===== config.mk =====
export PLATFORM = sky130hd
export DESIGN_NAME = servo_command_position_controller_core
export DESIGN_NICKNAME = d
export VERILOG_FILES = /design/src/hw/rtl/scpc_pkg.sv /design/src/hw/rtl/scpc_fifo.sv /design/src/hw/rtl/scpc_decode.sv /design/src/hw/rtl/scpc_exec.sv /design/src/hw/rtl/servo_command_position_controller_core.sv
export SDC_FILE = /design/constraint.sdc
export NUM_CORES = 1
export LEC_CHECK = 0
export ABC_AREA = 0
export BUFFER_PORTS_ARGS = -buffer_cell sky130_fd_sc_hd__buf_2
export CAP_MARGIN = 20
export CORE_MARGIN = 8
export CORE_UTILIZATION = 40
export CTS_BUF_LIST = sky130_fd_sc_hd__clkbuf_4
export DETAILED_ROUTE_END_ITERATION = 6
export SLEW_MARGIN = 20
export SYNTH_ARGS = -nofsm -noshare
export SYNTH_HDL_FRONTEND = slang
export SYNTH_SLANG_ARGS = --single-unit

===== constraint.sdc =====
create_clock -name clk -period 3.2 [get_ports clk]
set_input_delay 0.16 -clock clk [delete_from_list [all_inputs] [get_ports clk]]
set_output_delay 0.16 -clock clk [all_outputs]
set_load 0.05 [all_outputs]

===== src/hw/rtl/scpc_pkg.sv =====
// Types, constants and helper functions shared by the servo command controller
package scpc_pkg;

	localparam int NUM_SERVOS = 8;

	typedef logic [1:0]  level_t;
	typedef logic [15:0] pulse_t;
	typedef logic [2:0]  servo_idx_t;
	typedef logic [7:0]  key_t;
	typedef logic [1:0]  reg_idx_t;

	typedef enum logic [2:0] {
		MODE_IDLE      = 3'd0,
		MODE_MOVING    = 3'd1,
		MODE_LOCATING  = 3'd2,
		MODE_GRABBED   = 3'd3,
		MODE_NOT_FOUND = 3'd4
	} mode_t;

	typedef enum logic [2:0] {
		OP_NOP  = 3'd0,
		OP_TICK = 3'd1,
		OP_STEP = 3'd2,
		OP_HOME = 3'd3,
		OP_MODE = 3'd4
	} op_t;

	localparam reg_idx_t REG_PULSE_LOW    = 2'd0;
	localparam reg_idx_t REG_PULSE_CENTER = 2'd1;
	localparam reg_idx_t REG_PULSE_HIGH   = 2'd2;

	localparam pulse_t RST_PULSE_LOW    = 16'd6000;
	localparam pulse_t RST_PULSE_CENTER = 16'd9000;
	localparam pulse_t RST_PULSE_HIGH   = 16'd12000;

	localparam level_t LVL_LOW = 2'd0;
	localparam level_t LVL_MID = 2'd1;
	localparam level_t LVL_TOP = 2'd2;

	localparam key_t KEY_UP_FIRST = 8'h31;
	localparam key_t KEY_UP_LAST  = 8'h38;
	localparam key_t KEY_HOME     = 8'h68;
	localparam key_t KEY_LOCATE   = 8'h6C;
	localparam key_t KEY_GRAB     = 8'h67;
	localparam key_t KEY_NOTFOUND = 8'h6E;

	localparam servo_idx_t LINK_DRIVER   = 3'd4;
	localparam servo_idx_t LINK_FOLLOWER = 3'd5;
	localparam servo_idx_t LINK_LEADER   = 3'd6;

	typedef struct packed {
		op_t        op;
		servo_idx_t servo;
		logic       up;
		mode_t      mode;
	} cmd_t;

	typedef struct packed {
		level_t [NUM_SERVOS-1:0] lvl;
		mode_t                   mode;
		logic                    recog;
	} res_t;

	function automatic key_t down_key(input servo_idx_t idx);
		key_t k;
		case (idx)
			3'd0: k = 8'h71;
			3'd1: k = 8'h77;
			3'd2: k = 8'h65;
			3'd3: k = 8'h72;
			3'd4: k = 8'h74;
			3'd5: k = 8'h79;
			3'd6: k = 8'h75;
			3'd7: k = 8'h69;
			default: k = 8'h00;
		endcase
		return k;
	endfunction

	function automatic pulse_t level_pulse(input level_t lv, input pulse_t lo,
		input pulse_t ce, input pulse_t hi);
		pulse_t p;
		case (lv)
			LVL_LOW: p = lo;
			LVL_MID: p = ce;
			default: p = hi;
		endcase
		return p;
	endfunction

endpackage


===== src/hw/rtl/scpc_fifo.sv =====
// Small register queue used between the front, the back and the result port
module scpc_fifo #(
	parameter int WIDTH = 8,
	parameter int DEPTH = 2
) (
	input  logic             clk,
	input  logic             arst_n,
	input  logic             push,
	input  logic [WIDTH-1:0] din,
	output logic             full,
	input  logic             pop,
	output logic [WIDTH-1:0] dout,
	output logic             empty
);
	localparam int PTR_W = $clog2(DEPTH);
	localparam int CNT_W = $clog2(DEPTH + 1);
	localparam logic [PTR_W-1:0] LAST = PTR_W'(DEPTH - 1);
	localparam logic [CNT_W-1:0] CNT_FULL = CNT_W'(DEPTH);

	logic [WIDTH-1:0] mem_q [DEPTH];
	logic [PTR_W-1:0] wr_ptr_q, rd_ptr_q;
	logic [CNT_W-1:0] cnt_q;
	logic do_push, do_pop;

	assign full    = (cnt_q == CNT_FULL);
	assign empty   = (cnt_q == '0);
	assign do_push = push && !full;
	assign do_pop  = pop && !empty;
	assign dout    = mem_q[rd_ptr_q];

	always_ff @(posedge clk) begin
		if (do_push) begin
			mem_q[wr_ptr_q] <= din;
		end
	end

	always_ff @(posedge clk or negedge arst_n) begin
		if (!arst_n) begin
			wr_ptr_q <= '0;
			rd_ptr_q <= '0;
			cnt_q    <= '0;
		end else begin
			if (do_push) begin
				wr_ptr_q <= (wr_ptr_q == LAST) ? '0 : wr_ptr_q + 1'b1;
			end
			if (do_pop) begin
				rd_ptr_q <= (rd_ptr_q == LAST) ? '0 : rd_ptr_q + 1'b1;
			end
			if (do_push && !do_pop) begin
				cnt_q <= cnt_q + 1'b1;
			end else if (do_pop && !do_push) begin
				cnt_q <= cnt_q - 1'b1;
			end
		end
	end
endmodule


===== src/hw/rtl/scpc_decode.sv =====
// Front end: classify an incoming byte or tick into a command
module scpc_decode import scpc_pkg::*; (
	input  logic       kind,
	input  logic [7:0] cmd_byte,
	output cmd_t       cmd
);
	always_comb begin
		cmd.op    = OP_NOP;
		cmd.servo = '0;
		cmd.up    = 1'b0;
		cmd.mode  = MODE_IDLE;
		if (kind) begin
			cmd.op = OP_TICK;
		end else if (cmd_byte >= KEY_UP_FIRST && cmd_byte <= KEY_UP_LAST) begin
			cmd.op    = OP_STEP;
			cmd.servo = servo_idx_t'(cmd_byte - KEY_UP_FIRST);
			cmd.up    = 1'b1;
		end else if (cmd_byte == KEY_HOME) begin
			cmd.op = OP_HOME;
		end else if (cmd_byte == KEY_LOCATE) begin
			cmd.op   = OP_MODE;
			cmd.mode = MODE_LOCATING;
		end else if (cmd_byte == KEY_GRAB) begin
			cmd.op   = OP_MODE;
			cmd.mode = MODE_GRABBED;
		end else if (cmd_byte == KEY_NOTFOUND) begin
			cmd.op   = OP_MODE;
			cmd.mode = MODE_NOT_FOUND;
		end else begin
			for (int i = 0; i < NUM_SERVOS; i++) begin
				if (cmd_byte == down_key(servo_idx_t'(i))) begin
					cmd.op    = OP_STEP;
					cmd.servo = servo_idx_t'(i);
				end
			end
		end
	end
endmodule


===== src/hw/rtl/scpc_exec.sv =====
// Back end: apply commands to the servo levels and arm mode
module scpc_exec import scpc_pkg::*; (
	input  logic clk,
	input  logic arst_n,
	input  logic cmd_valid,
	input  cmd_t cmd,
	output logic cmd_pop,
	input  logic res_full,
	output logic res_push,
	output res_t res
);
	level_t [NUM_SERVOS-1:0] lvl_q, lvl_d;
	mode_t mode_q, mode_d;
	logic [NUM_SERVOS-1:0] up_s, dn_s;
	logic fire;

	assign fire     = cmd_valid && !res_full;
	assign cmd_pop  = fire;
	assign res_push = fire;

	always_comb begin
		up_s = '0;
		dn_s = '0;
		if (cmd.op == OP_STEP) begin
			up_s[cmd.servo] = cmd.up;
			dn_s[cmd.servo] = !cmd.up;
			if (cmd.servo == LINK_LEADER) begin
				up_s[LINK_FOLLOWER] = cmd.up;
				dn_s[LINK_FOLLOWER] = !cmd.up;
			end
			if (cmd.servo == LINK_DRIVER) begin
				up_s[LINK_FOLLOWER] = !cmd.up;
				dn_s[LINK_FOLLOWER] = cmd.up;
				up_s[LINK_LEADER]   = !cmd.up;
				dn_s[LINK_LEADER]   = cmd.up;
			end
		end
		for (int i = 0; i < NUM_SERVOS; i++) begin
			if (cmd.op == OP_HOME) begin
				lvl_d[i] = LVL_MID;
			end else if (up_s[i] && lvl_q[i] < LVL_TOP) begin
				lvl_d[i] = lvl_q[i] + 1'b1;
			end else if (dn_s[i] && lvl_q[i] != LVL_LOW) begin
				lvl_d[i] = lvl_q[i] - 1'b1;
			end else begin
				lvl_d[i] = lvl_q[i];
			end
		end
	end

	always_comb begin
		case (cmd.op)
			OP_TICK: mode_d = (mode_q == MODE_MOVING) ? MODE_IDLE : mode_q;
			OP_STEP: mode_d = MODE_MOVING;
			OP_HOME: mode_d = MODE_IDLE;
			OP_MODE: mode_d = cmd.mode;
			default: mode_d = mode_q;
		endcase
		res.lvl   = lvl_d;
		res.mode  = mode_d;
		res.recog = (cmd.op == OP_STEP) || (cmd.op == OP_HOME) || (cmd.op == OP_MODE);
	end

	always_ff @(posedge clk or negedge arst_n) begin
		if (!arst_n) begin
			for (int i = 0; i < NUM_SERVOS; i++) begin
				lvl_q[i] <= LVL_MID;
			end
			mode_q <= MODE_IDLE;
		end else if (fire) begin
			lvl_q  <= lvl_d;
			mode_q <= mode_d;
		end
	end
endmodule


===== src/hw/rtl/servo_command_position_controller_core.sv =====
// Top level of the servo command position controller
//
//  channel  | handshake         | payload
//  ---------+-------------------+------------------------------------------
//  input    | push / full       | kind, cmd_byte
//  result   | empty / pop       | servo1_pulse..servo8_pulse, arm_mode,
//           |                   | recognized
//  config   | cfg_valid / ready | cfg_index, cfg_data
//
// One item per cycle sustained while results are popped; each passes both registered queues.
// The command queue feeds the execute stage, which writes the result queue.
// Pulse counts are mapped from stored levels at the result port with the current registers.
// Reset: all servos at the middle level, mode idle, both queues empty; cfg_ready is always high.
// A stalled result port fills the result queue, then the command queue, then raises full.
module servo_command_position_controller_core import scpc_pkg::*; #(
	parameter int CMD_DEPTH = 2,
	parameter int RES_DEPTH = 2
) (
	input  logic        clk,
	input  logic        arst_n,
	input  logic        push,
	output logic        full,
	input  logic        kind,
	input  logic [7:0]  cmd_byte,
	output logic        empty,
	input  logic        pop,
	output logic [15:0] servo1_pulse,
	output logic [15:0] servo2_pulse,
	output logic [15:0] servo3_pulse,
	output logic [15:0] servo4_pulse,
	output logic [15:0] servo5_pulse,
	output logic [15:0] servo6_pulse,
	output logic [15:0] servo7_pulse,
	output logic [15:0] servo8_pulse,
	output logic [2:0]  arm_mode,
	output logic        recognized,
	input  logic        cfg_valid,
	output logic        cfg_ready,
	input  logic [1:0]  cfg_index,
	input  logic [15:0] cfg_data
);
	localparam int CMD_W = $bits(cmd_t);
	localparam int RES_W = $bits(res_t);

	pulse_t pulse_low_q, pulse_center_q, pulse_high_q;
	cmd_t cmd_in, cmd_head;
	res_t res_in, res_head;
	logic [CMD_W-1:0] cmd_head_bits;
	logic [RES_W-1:0] res_head_bits;
	logic cmd_empty, cmd_pop, res_full, res_push;

	assign cfg_ready = 1'b1;

	always_ff @(posedge clk or negedge arst_n) begin
		if (!arst_n) begin
			pulse_low_q    <= RST_PULSE_LOW;
			pulse_center_q <= RST_PULSE_CENTER;
			pulse_high_q   <= RST_PULSE_HIGH;
		end else if (cfg_valid && cfg_ready) begin
			case (cfg_index)
				REG_PULSE_LOW:    pulse_low_q    <= cfg_data;
				REG_PULSE_CENTER: pulse_center_q <= cfg_data;
				REG_PULSE_HIGH:   pulse_high_q   <= cfg_data;
				default: ;
			endcase
		end
	end

	scpc_decode u_decode (
		.kind     (kind),
		.cmd_byte (cmd_byte),
		.cmd      (cmd_in)
	);

	scpc_fifo #(.WIDTH(CMD_W), .DEPTH(CMD_DEPTH)) u_cmd_fifo (
		.clk    (clk),
		.arst_n (arst_n),
		.push   (push),
		.din    (CMD_W'(cmd_in)),
		.full   (full),
		.pop    (cmd_pop),
		.dout   (cmd_head_bits),
		.empty  (cmd_empty)
	);

	assign cmd_head = cmd_t'(cmd_head_bits);

	scpc_exec u_exec (
		.clk       (clk),
		.arst_n    (arst_n),
		.cmd_valid (!cmd_empty),
		.cmd       (cmd_head),
		.cmd_pop   (cmd_pop),
		.res_full  (res_full),
		.res_push  (res_push),
		.res       (res_in)
	);

	scpc_fifo #(.WIDTH(RES_W), .DEPTH(RES_DEPTH)) u_res_fifo (
		.clk    (clk),
		.arst_n (arst_n),
		.push   (res_push),
		.din    (RES_W'(res_in)),
		.full   (res_full),
		.pop    (pop),
		.dout   (res_head_bits),
		.empty  (empty)
	);

	assign res_head = res_t'(res_head_bits);

	assign servo1_pulse = level_pulse(res_head.lvl[0], pulse_low_q, pulse_center_q, pulse_high_q);
	assign servo2_pulse = level_pulse(res_head.lvl[1], pulse_low_q, pulse_center_q, pulse_high_q);
	assign servo3_pulse = level_pulse(res_head.lvl[2], pulse_low_q, pulse_center_q, pulse_high_q);
	assign servo4_pulse = level_pulse(res_head.lvl[3], pulse_low_q, pulse_center_q, pulse_high_q);
	assign servo5_pulse = level_pulse(res_head.lvl[4], pulse_low_q, pulse_center_q, pulse_high_q);
	assign servo6_pulse = level_pulse(res_head.lvl[5], pulse_low_q, pulse_center_q, pulse_high_q);
	assign servo7_pulse = level_pulse(res_head.lvl[6], pulse_low_q, pulse_center_q, pulse_high_q);
	assign servo8_pulse = level_pulse(res_head.lvl[7], pulse_low_q, pulse_center_q, pulse_high_q);
	assign arm_mode     = 3'(res_head.mode);
	assign recognized   = res_head.recog;
endmodule


==> results of run 1 <==
==> per-stage QoR <==
step                      cell area (um^2)  hold slack, ns
after floorplan                       9480          -0.136
final                                11200           0.120
after global routing                 11200          0.0824
after global placement               10700           0.272
after detailed placement             10700           0.276
after CTS                            11200          0.0626
==> Yosys cell counts (all sizes together), types with 3 or more instances <==
master and count:
o22ai 4, and2 10, nor4 5, o21ai 19, dfrtp 48, buf 45, nand2b 8, ha 15
a22oi 3, a221oi 3, edfxtp 60, xnor2 15, nor2 150, o32ai 3, clkbuf 57, a21oi 149
nand3 8, nand2 25, dfstp 27, nor3 10, nor3b 3, nand4 3, o211ai 6, or3b 6
o31ai 3, a211o 3, and3 3, a22o 3, o21a 4, inv 25, xor2 3, nand3b 8
mux2 63, nor4b 3, mux2i 155, or3 5
==> kinds of logic after synthesis <==
family	share of synthesized area
buffers and inverters	0.0544
flip-flops	0.392
other	0.000396
multiplexers	0.243
AO/OA/AOI/OAI	0.142
adder cells (fa/ha/maj)	0.0198
XOR/XNOR	0.0166
AND/OR/NAND/NOR	0.132
==> cell type report <==
type | count | area [um^2] | share of cell area
Sequential cell | 135 | 3710 | 0.331
Clock inverter | 15 | 133 | 0.0118
Multi-Input combinational cell | 735 | 5360 | 0.479
Inverter | 25 | 93.8 | 0.00838
Clock buffer | 17 | 128 | 0.0114
Timing Repair Buffer | 223 | 1370 | 0.122
Antenna cell | 1 | 2.50 | 0.000223
Tap cell | 319 | 399 | 0.0356
==> state kept, by name (all words and copies together) (netlist names) <==
signal	cells
pulse_center_q	16
pulse_high_q	16
pulse_low_q	16
u_cmd_fifo.cnt_q	2
u_cmd_fifo.mem_q	20
u_cmd_fifo.rd_ptr_q	1
u_cmd_fifo.wr_ptr_q	1
u_exec.lvl_q	16
u_exec.mode_q	3
u_res_fifo.cnt_q	2
u_res_fifo.mem_q	40
u_res_fifo.rd_ptr_q	1
u_res_fifo.wr_ptr_q	1
==> cell usage in the layout (no fill, tap or decap), drive strengths merged, types with 23 or more instances in the layout <==
| cell type | Yosys | layout |
|---|---|---|
| a21oi | 149 | 149 |
| buf | 45 | 200 |
| dfrtp | 48 | 48 |
| dfstp | 27 | 27 |
| dlygate4sd3 | 0 | 23 |
| edfxtp | 60 | 60 |
| inv | 25 | 35 |
| mux2 | 63 | 63 |
| mux2i | 155 | 155 |
| nand2 | 25 | 25 |
| nor2 | 150 | 150 |
==> worst reg2reg max path: stages (launching register included) <==
cell     delay (ns)
dfrtp_1        0.68
or3b_1         0.54
and2_1         0.23
nor4_1         0.58
o21a_1         0.18
o21ai_1        0.07
==> per-layer routing <==
layer | track usage | vias to the layer above | share of wire | wire length (um)
met5 | 0 | - | 0 | 0
met4 | 0.0748 | 0 | 0.024 | 647
met3 | 0.0431 | 50 | 0.069 | 1900
met2 | 0.309 | 270 | 0.47 | 13000
met1 | 0.236 | 3823 | 0.43 | 11900
li1 | - | 3872 | - | -
==> how the worst max path moves through the flow <==
stage                               startpoint                          endpoint  slack [ns]  cells after the start
4_1_cts        u_res_fifo.rd_ptr_q$_DFFE_PN0P_                   servo1_pulse[1]        0.19                      6
3_3_place_gp   u_cmd_fifo.rd_ptr_q$_DFFE_PN0P_  u_res_fifo.mem_q[0][7]$_DFFE_PP_        0.77                      5
3_5_place_dp   u_cmd_fifo.rd_ptr_q$_DFFE_PN0P_      u_exec.mode_q[1]$_DFFE_PN0P_        0.75                      6
6_report       u_res_fifo.rd_ptr_q$_DFFE_PN0P_                   servo1_pulse[1]        0.25                      6
5_1_grt        u_res_fifo.rd_ptr_q$_DFFE_PN0P_                   servo1_pulse[1]        0.04                      6
2_1_floorplan  u_res_fifo.rd_ptr_q$_DFFE_PN0P_                   servo3_pulse[0]        0.51                      7
==> results by group, run 1 <==
Status
  • Outcome: finished clean

Place
  • Final HPWL DP: 19.8 mm
  • Pre-CTS WS: 0.747 ns
  • Placer Congestion: 0.859
  • Placed insts: 1414
  • PortBufs: 165

Synth
  • Yosys cell types: 79
  • Synthesized area: 9480 um^2
  • Number of synthesized flops with an enable pin: 60
  • Synth top area share: 0.190
  • Mapped Cells: 997
  • Syn avg cell area: 9.51 um^2
  • Sequential element share of the synthesized area: 0.392
  • Area leader, netlist: edfxtp_1
  • Synth Flop Type: edfxtp_1
  • Ys Warns: 0
  • Synth Net Count: 1044
  • Synth top area cells: edfxtp_1 (19%), mux2i_1 (16%), dfrtp_1 (13%)
  • Async set-reset flop share out of synthesis: 0.556
  • Register bit total from synthesis: 135

Timing
  • Post-layout worst setup margin: 0.253 ns
  • Final setup fails: 0
  • Slew Viols, Final: 0
  • Slew HR: 0.472
  • Hold Vio Cnt, Final: 0
  • Clock Skews: 0.0247 ns
  • Fmax: 339 MHz
  • Final period util: 0.921
  • Setup_tns: 0 ns
  • Min Tclk post-route: 2.95 ns
  • Tightest Pin Transition: 0.788 ns
  • RSZ-0062 raised after global routing: false

Clocking
  • Postcts setup bufs: 0
  • Cts hold-fix bufs: 23
  • Clock-pin slew on the worst setup and hold paths: 0.14 ns
  • Clk_lat worst skew: 0.57 ns
  • Clock buffer depth: 2
  • Depth of the CTS H-tree: 4
  • Clock root cell: clkbuf_4
  • Resized Gates After CTS: 0
  • Number of buffers created by CTS: 17
  • CTS tree: built
  • Sink Count: 135

Critical path
  • Reg-to-Reg End: u_res_fifo.mem_q[0][4]$_DFFE_PP_
  • Reg2reg path depth: 5
  • Data required, critical path: 3.04 ns
  • Crit path buffers/inverters: 3
  • WS Path Type: register to output pin
  • R2R setup slack: 0.64 ns
  • CP max stage cell: mux2i_4
  • Worst setup EP type: output pin
  • Worst EP arrival: 2.79 ns
  • Cell family with most CP delay: buffers and inverters
  • Crit-path cells: buf_12, mux2i_4, buf_4, nor2_1, a21oi_1, buf_2
  • Critical Path Fanout Max: 17
  • Startpoint Class: register
  • Reg2reg start: u_cmd_fifo.rd_ptr_q$_DFFE_PN0P_
  • CP peak stage delay: 0.65 ns

Detailed routing
  • DRT antenna net count: 0
  • DR WL/cell: 18.7 um
  • Number of DRC markers in iteration 0: 783
  • TritonRoute pass-1 iters: 6
  • Vias/cell: 5.45
  • Detailed Route WL: 27.4 mm
  • Drc violations: 0
  • Detailed-route via count: 8015

Flow run
  • # Max-Cap Violations: 0

Final layout
  • Layout cell share with drive strength beyond 1: 0.304
  • Layout Cells excl Fill: 1470
  • Final Util: 0.479
  • Nets: 1184
  • Layout area overhead: 18.2%
  • # fillers: 2251

Global routing
  • Initial antenna violation count: 1
  • Vias in the first global route: 7672
  • Largest net degree at the start of global routing: 55
  • Total GRT Usage: 0.188
  • First-pass GRT wire length: 43.3 mm
  • Remaining Overflow, GRT: 0

Floorplan
  • Die Area: 28900 um^2
  • Initial Utilization: 0.405
  • Die H: 170 um
  • Cell row count: 56
  • Core ar.: 23400 um^2
  • IO Pins: 167
  • Die Wd: 170 um

Worst hold path
  • Worst min-delay path startpoint: cmd_byte[6]
  • Min-Delay Path Depth: 3
  • Hold Crit Endpoint: u_cmd_fifo.mem_q[1][5]$_DFFE_PP_
  • Hold Path Class: primary input to register
Power of run 1 is left out: the tool's default activity adds up to more than one toggle a clock period on the data nets, which glitch-free logic cannot reach.
==> run 2, diff against run 1 <==
ABC_AREA = 1   (was 0)
CORE_UTILIZATION = 58   (was 40)
PLACE_DENSITY = 0.83   (was unset)
==> results by group, run 2 <==
Global routing
  • Remaining Overflow, GRT: 0
  • Total GRT Usage: 0.284
  • Initial antenna violation count: 1
  • Largest net degree at the start of global routing: 76
  • Vias in the first global route: 8100
  • First-pass GRT wire length: 41.7 mm

Clocking
  • Depth of the CTS H-tree: 4
  • Clock root cell: clkbuf_4
  • Clock buffer depth: 2
  • Number of buffers created by CTS: 17
  • Clock-pin slew on the worst setup and hold paths: 0.11 ns
  • Clk_lat worst skew: 0.55 ns
  • CTS tree: built
  • Sink Count: 135

Timing
  • Setup_tns: 0 ns
  • Clock Skews: 0.0139 ns
  • RSZ-0062 raised after global routing: false
  • Tightest Pin Transition: 1.08 ns
  • Min Tclk post-route: 3.02 ns
  • Final period util: 0.945
  • Fmax: 331 MHz
  • Slew Viols, Final: 0
  • Hold Vio Cnt, Final: 0
  • Slew HR: 0.278
  • Final setup fails: 0

Worst hold path
  • Worst min-delay path startpoint: pop
  • Hold Path Class: primary input to register

Critical path
  • CP peak stage delay: 0.62 ns
  • Data required, critical path: 3.04 ns
  • CP max stage cell: nor2_2
  • Startpoint Class: register
  • Critical Path Source: u_res_fifo.rd_ptr_q$_DFFE_PN0P_
  • Crit path buffers/inverters: 3
  • Worst setup EP type: output pin
  • WS Path Type: register to output pin
  • Crit-path cells: buf_4, or2_2, nand2_2, inv_2, nor2_2, nand2_1, o221ai_1, buf_2
  • R2R setup slack: 0.68 ns
  • Worst EP arrival: 2.86 ns
  • Reg2reg start: u_cmd_fifo.rd_ptr_q$_DFFE_PN0P_
  • Cell family with most CP delay: simple AND/OR/NAND/NOR gates
  • Critical Path Fanout Max: 20

Synth
  • Number of synthesized flops with an enable pin: 60
  • Synth Net Count: 1110
  • Synth top area share: 0.210
  • Area leader, netlist: edfxtp_1
  • Syn avg cell area: 8.08 um^2
  • Ys Warns: 0
  • Register bit total from synthesis: 135
  • Sequential element share of the synthesized area: 0.432
  • Mapped Cells: 1063
  • Yosys cell types: 46
  • Most numerous cell in the Yosys netlist: nand2_1
  • Post-synth top cells: nand2_1 (307), inv_1 (138), o221ai_1 (128)
  • Synthesized area: 8590 um^2
  • Synth Flop Type: edfxtp_1
  • Async set-reset flop share out of synthesis: 0.556
  • Synth top area cells: edfxtp_1 (21%), dfrtp_1 (14%), nand2_1 (13%)

Detailed routing
  • Number of DRC markers in iteration 0: 1101
  • Detailed Route WL: 27.3 mm
  • DR WL/cell: 19.1 um
  • Drc violations: 0
  • TritonRoute pass-1 iters: 6
  • Vias/cell: 6.04
  • Detailed-route via count: 8643
  • DRT antenna net count: 0

Final layout
  • Largest Register: u_res_fifo.mem_q
  • Layout cell share with drive strength beyond 1: 0.254
  • # fillers: 1136
  • Final Util: 0.694
  • Layout area overhead: 17.0%
  • Commonest non-fill, non-tap cell in the layout: nand2_1
  • Regs by FF count: u_res_fifo.mem_q: 40 flops, u_cmd_fifo.mem_q: 20 flops
  • Most frequent cells in the layout: nand2_1 (306), buf_2 (164), inv_1 (138), o221ai_1 (128), o21ai_0 (62)
  • Nets: 1281
  • Final instance area: 10100 um^2
  • Largest register FFs: 40

Floorplan
  • IO Pins: 167
  • Initial Utilization: 0.593
  • Core ar.: 14500 um^2
  • Die Wd: 138 um
  • Cell row count: 44
  • Die Area: 19000 um^2
  • Die H: 138 um

Place
  • PortBufs: 165
  • Placed cell area: 9530 um^2
  • Placer Congestion: 1.02
  • Final HPWL DP: 19.8 mm

Flow run
  • # Max-Cap Violations: 0

Status
  • Outcome: finished clean
-- run 2: cell count changes in the layout (fill, tap and decap cells not counted), moves of 21 or more --
cell,before,now
inv_1,25,138
nand2_1,25,306
mux2i_1,138,3
nor2_1,150,52
or2_2,0,21
o21ai_0,6,62
mux2_2,60,0
a21oi_1,149,3
nand3_1,8,40
o221ai_1,1,128
-- run 2: area by class of cell --
class                      count  area, um^2  area share
clock inverter                14         175      0.0174
antenna                        1        2.50    0.000249
inverter                     153         579      0.0576
clock buffer                  18         135      0.0134
timing repair buffer         195        1100       0.109
tap                          184         230      0.0229
multi-input combinational    732        4120       0.410
sequential                   135        3710       0.369
-- run 2: what timing repair did --
action                                 CTS  global route
endpoints found under the hold margin  108             0
setup endpoints to repair                0            50
setup buffers                            0             0
hold buffers                            18             0
resized for setup                        0             4
-- run 2: worst register-to-register path, cell delays in order, from the launching register on --
cell     delay (ns)
dfrtp_1        0.66
inv_2          0.25
nand2_1        0.14
nand2_2        0.09
nand2_4        0.12
inv_1          0.06
nand2_1        0.45
o21ai_1        0.18
a31oi_1        0.35
-- run 2: routing by layer --
layer  up-vias  GRT usage  part of all wire
li1       4019          -                 -
met1      3901      0.329              0.36
met2       589      0.464              0.46
met3       134     0.0562              0.11
met4         0      0.205             0.067
met5         -          0                 0
-- run 2: final timing paths --
path / to / cells after the start
max reg2reg: u_res_fifo.mem_q[1][17]$_DFFE_PP_ / 8
min: u_res_fifo.rd_ptr_q$_DFFE_PN0P_ / 3
min in group asynchronous: pulse_center_q[0]$_DFFE_PN0P_ / 2
max in group asynchronous: u_res_fifo.wr_ptr_q$_DFFE_PN0P_ / 2
min reg2reg: u_exec.lvl_q[12]$_DFFE_PN1P_ / 2
max: servo3_pulse[2] / 8
-- run 2: cell families (layout without fill, tap and decap cells) --
group                      Yosys count  in the layout  share of synthesized area
muxes                                3              3                    0.00350
AOI/OAI and AO/OA                  230            230                      0.198
other                                1              2                   0.000436
xor gates and xnor gates             7              7                    0.00714
DFF                                135            135                      0.432
adders and majority gates           15             15                     0.0218
buffers and inverters              196            380                     0.0915
and+or+nand+nor                    476            476                      0.245
-- run 2: through the flow --
| step | std cells | setup slack (ns) | hold WS [ns] |
|---|---|---|---|
| 2_1_floorplan | 1063 | 0.865 | -0.136 |
| 4_1_cts | 1431 | 0.0132 | 0.0282 |
| 6_report | 1432 | 0.176 | 0.0586 |
| 5_1_grt | 1432 | 0.0206 | 0.0623 |
| 3_3_place_gp | 1381 | 0.735 | 0.370 |
| 3_5_place_dp | 1381 | 0.669 | 0.372 |
Power of run 2 is left out for the same reason.
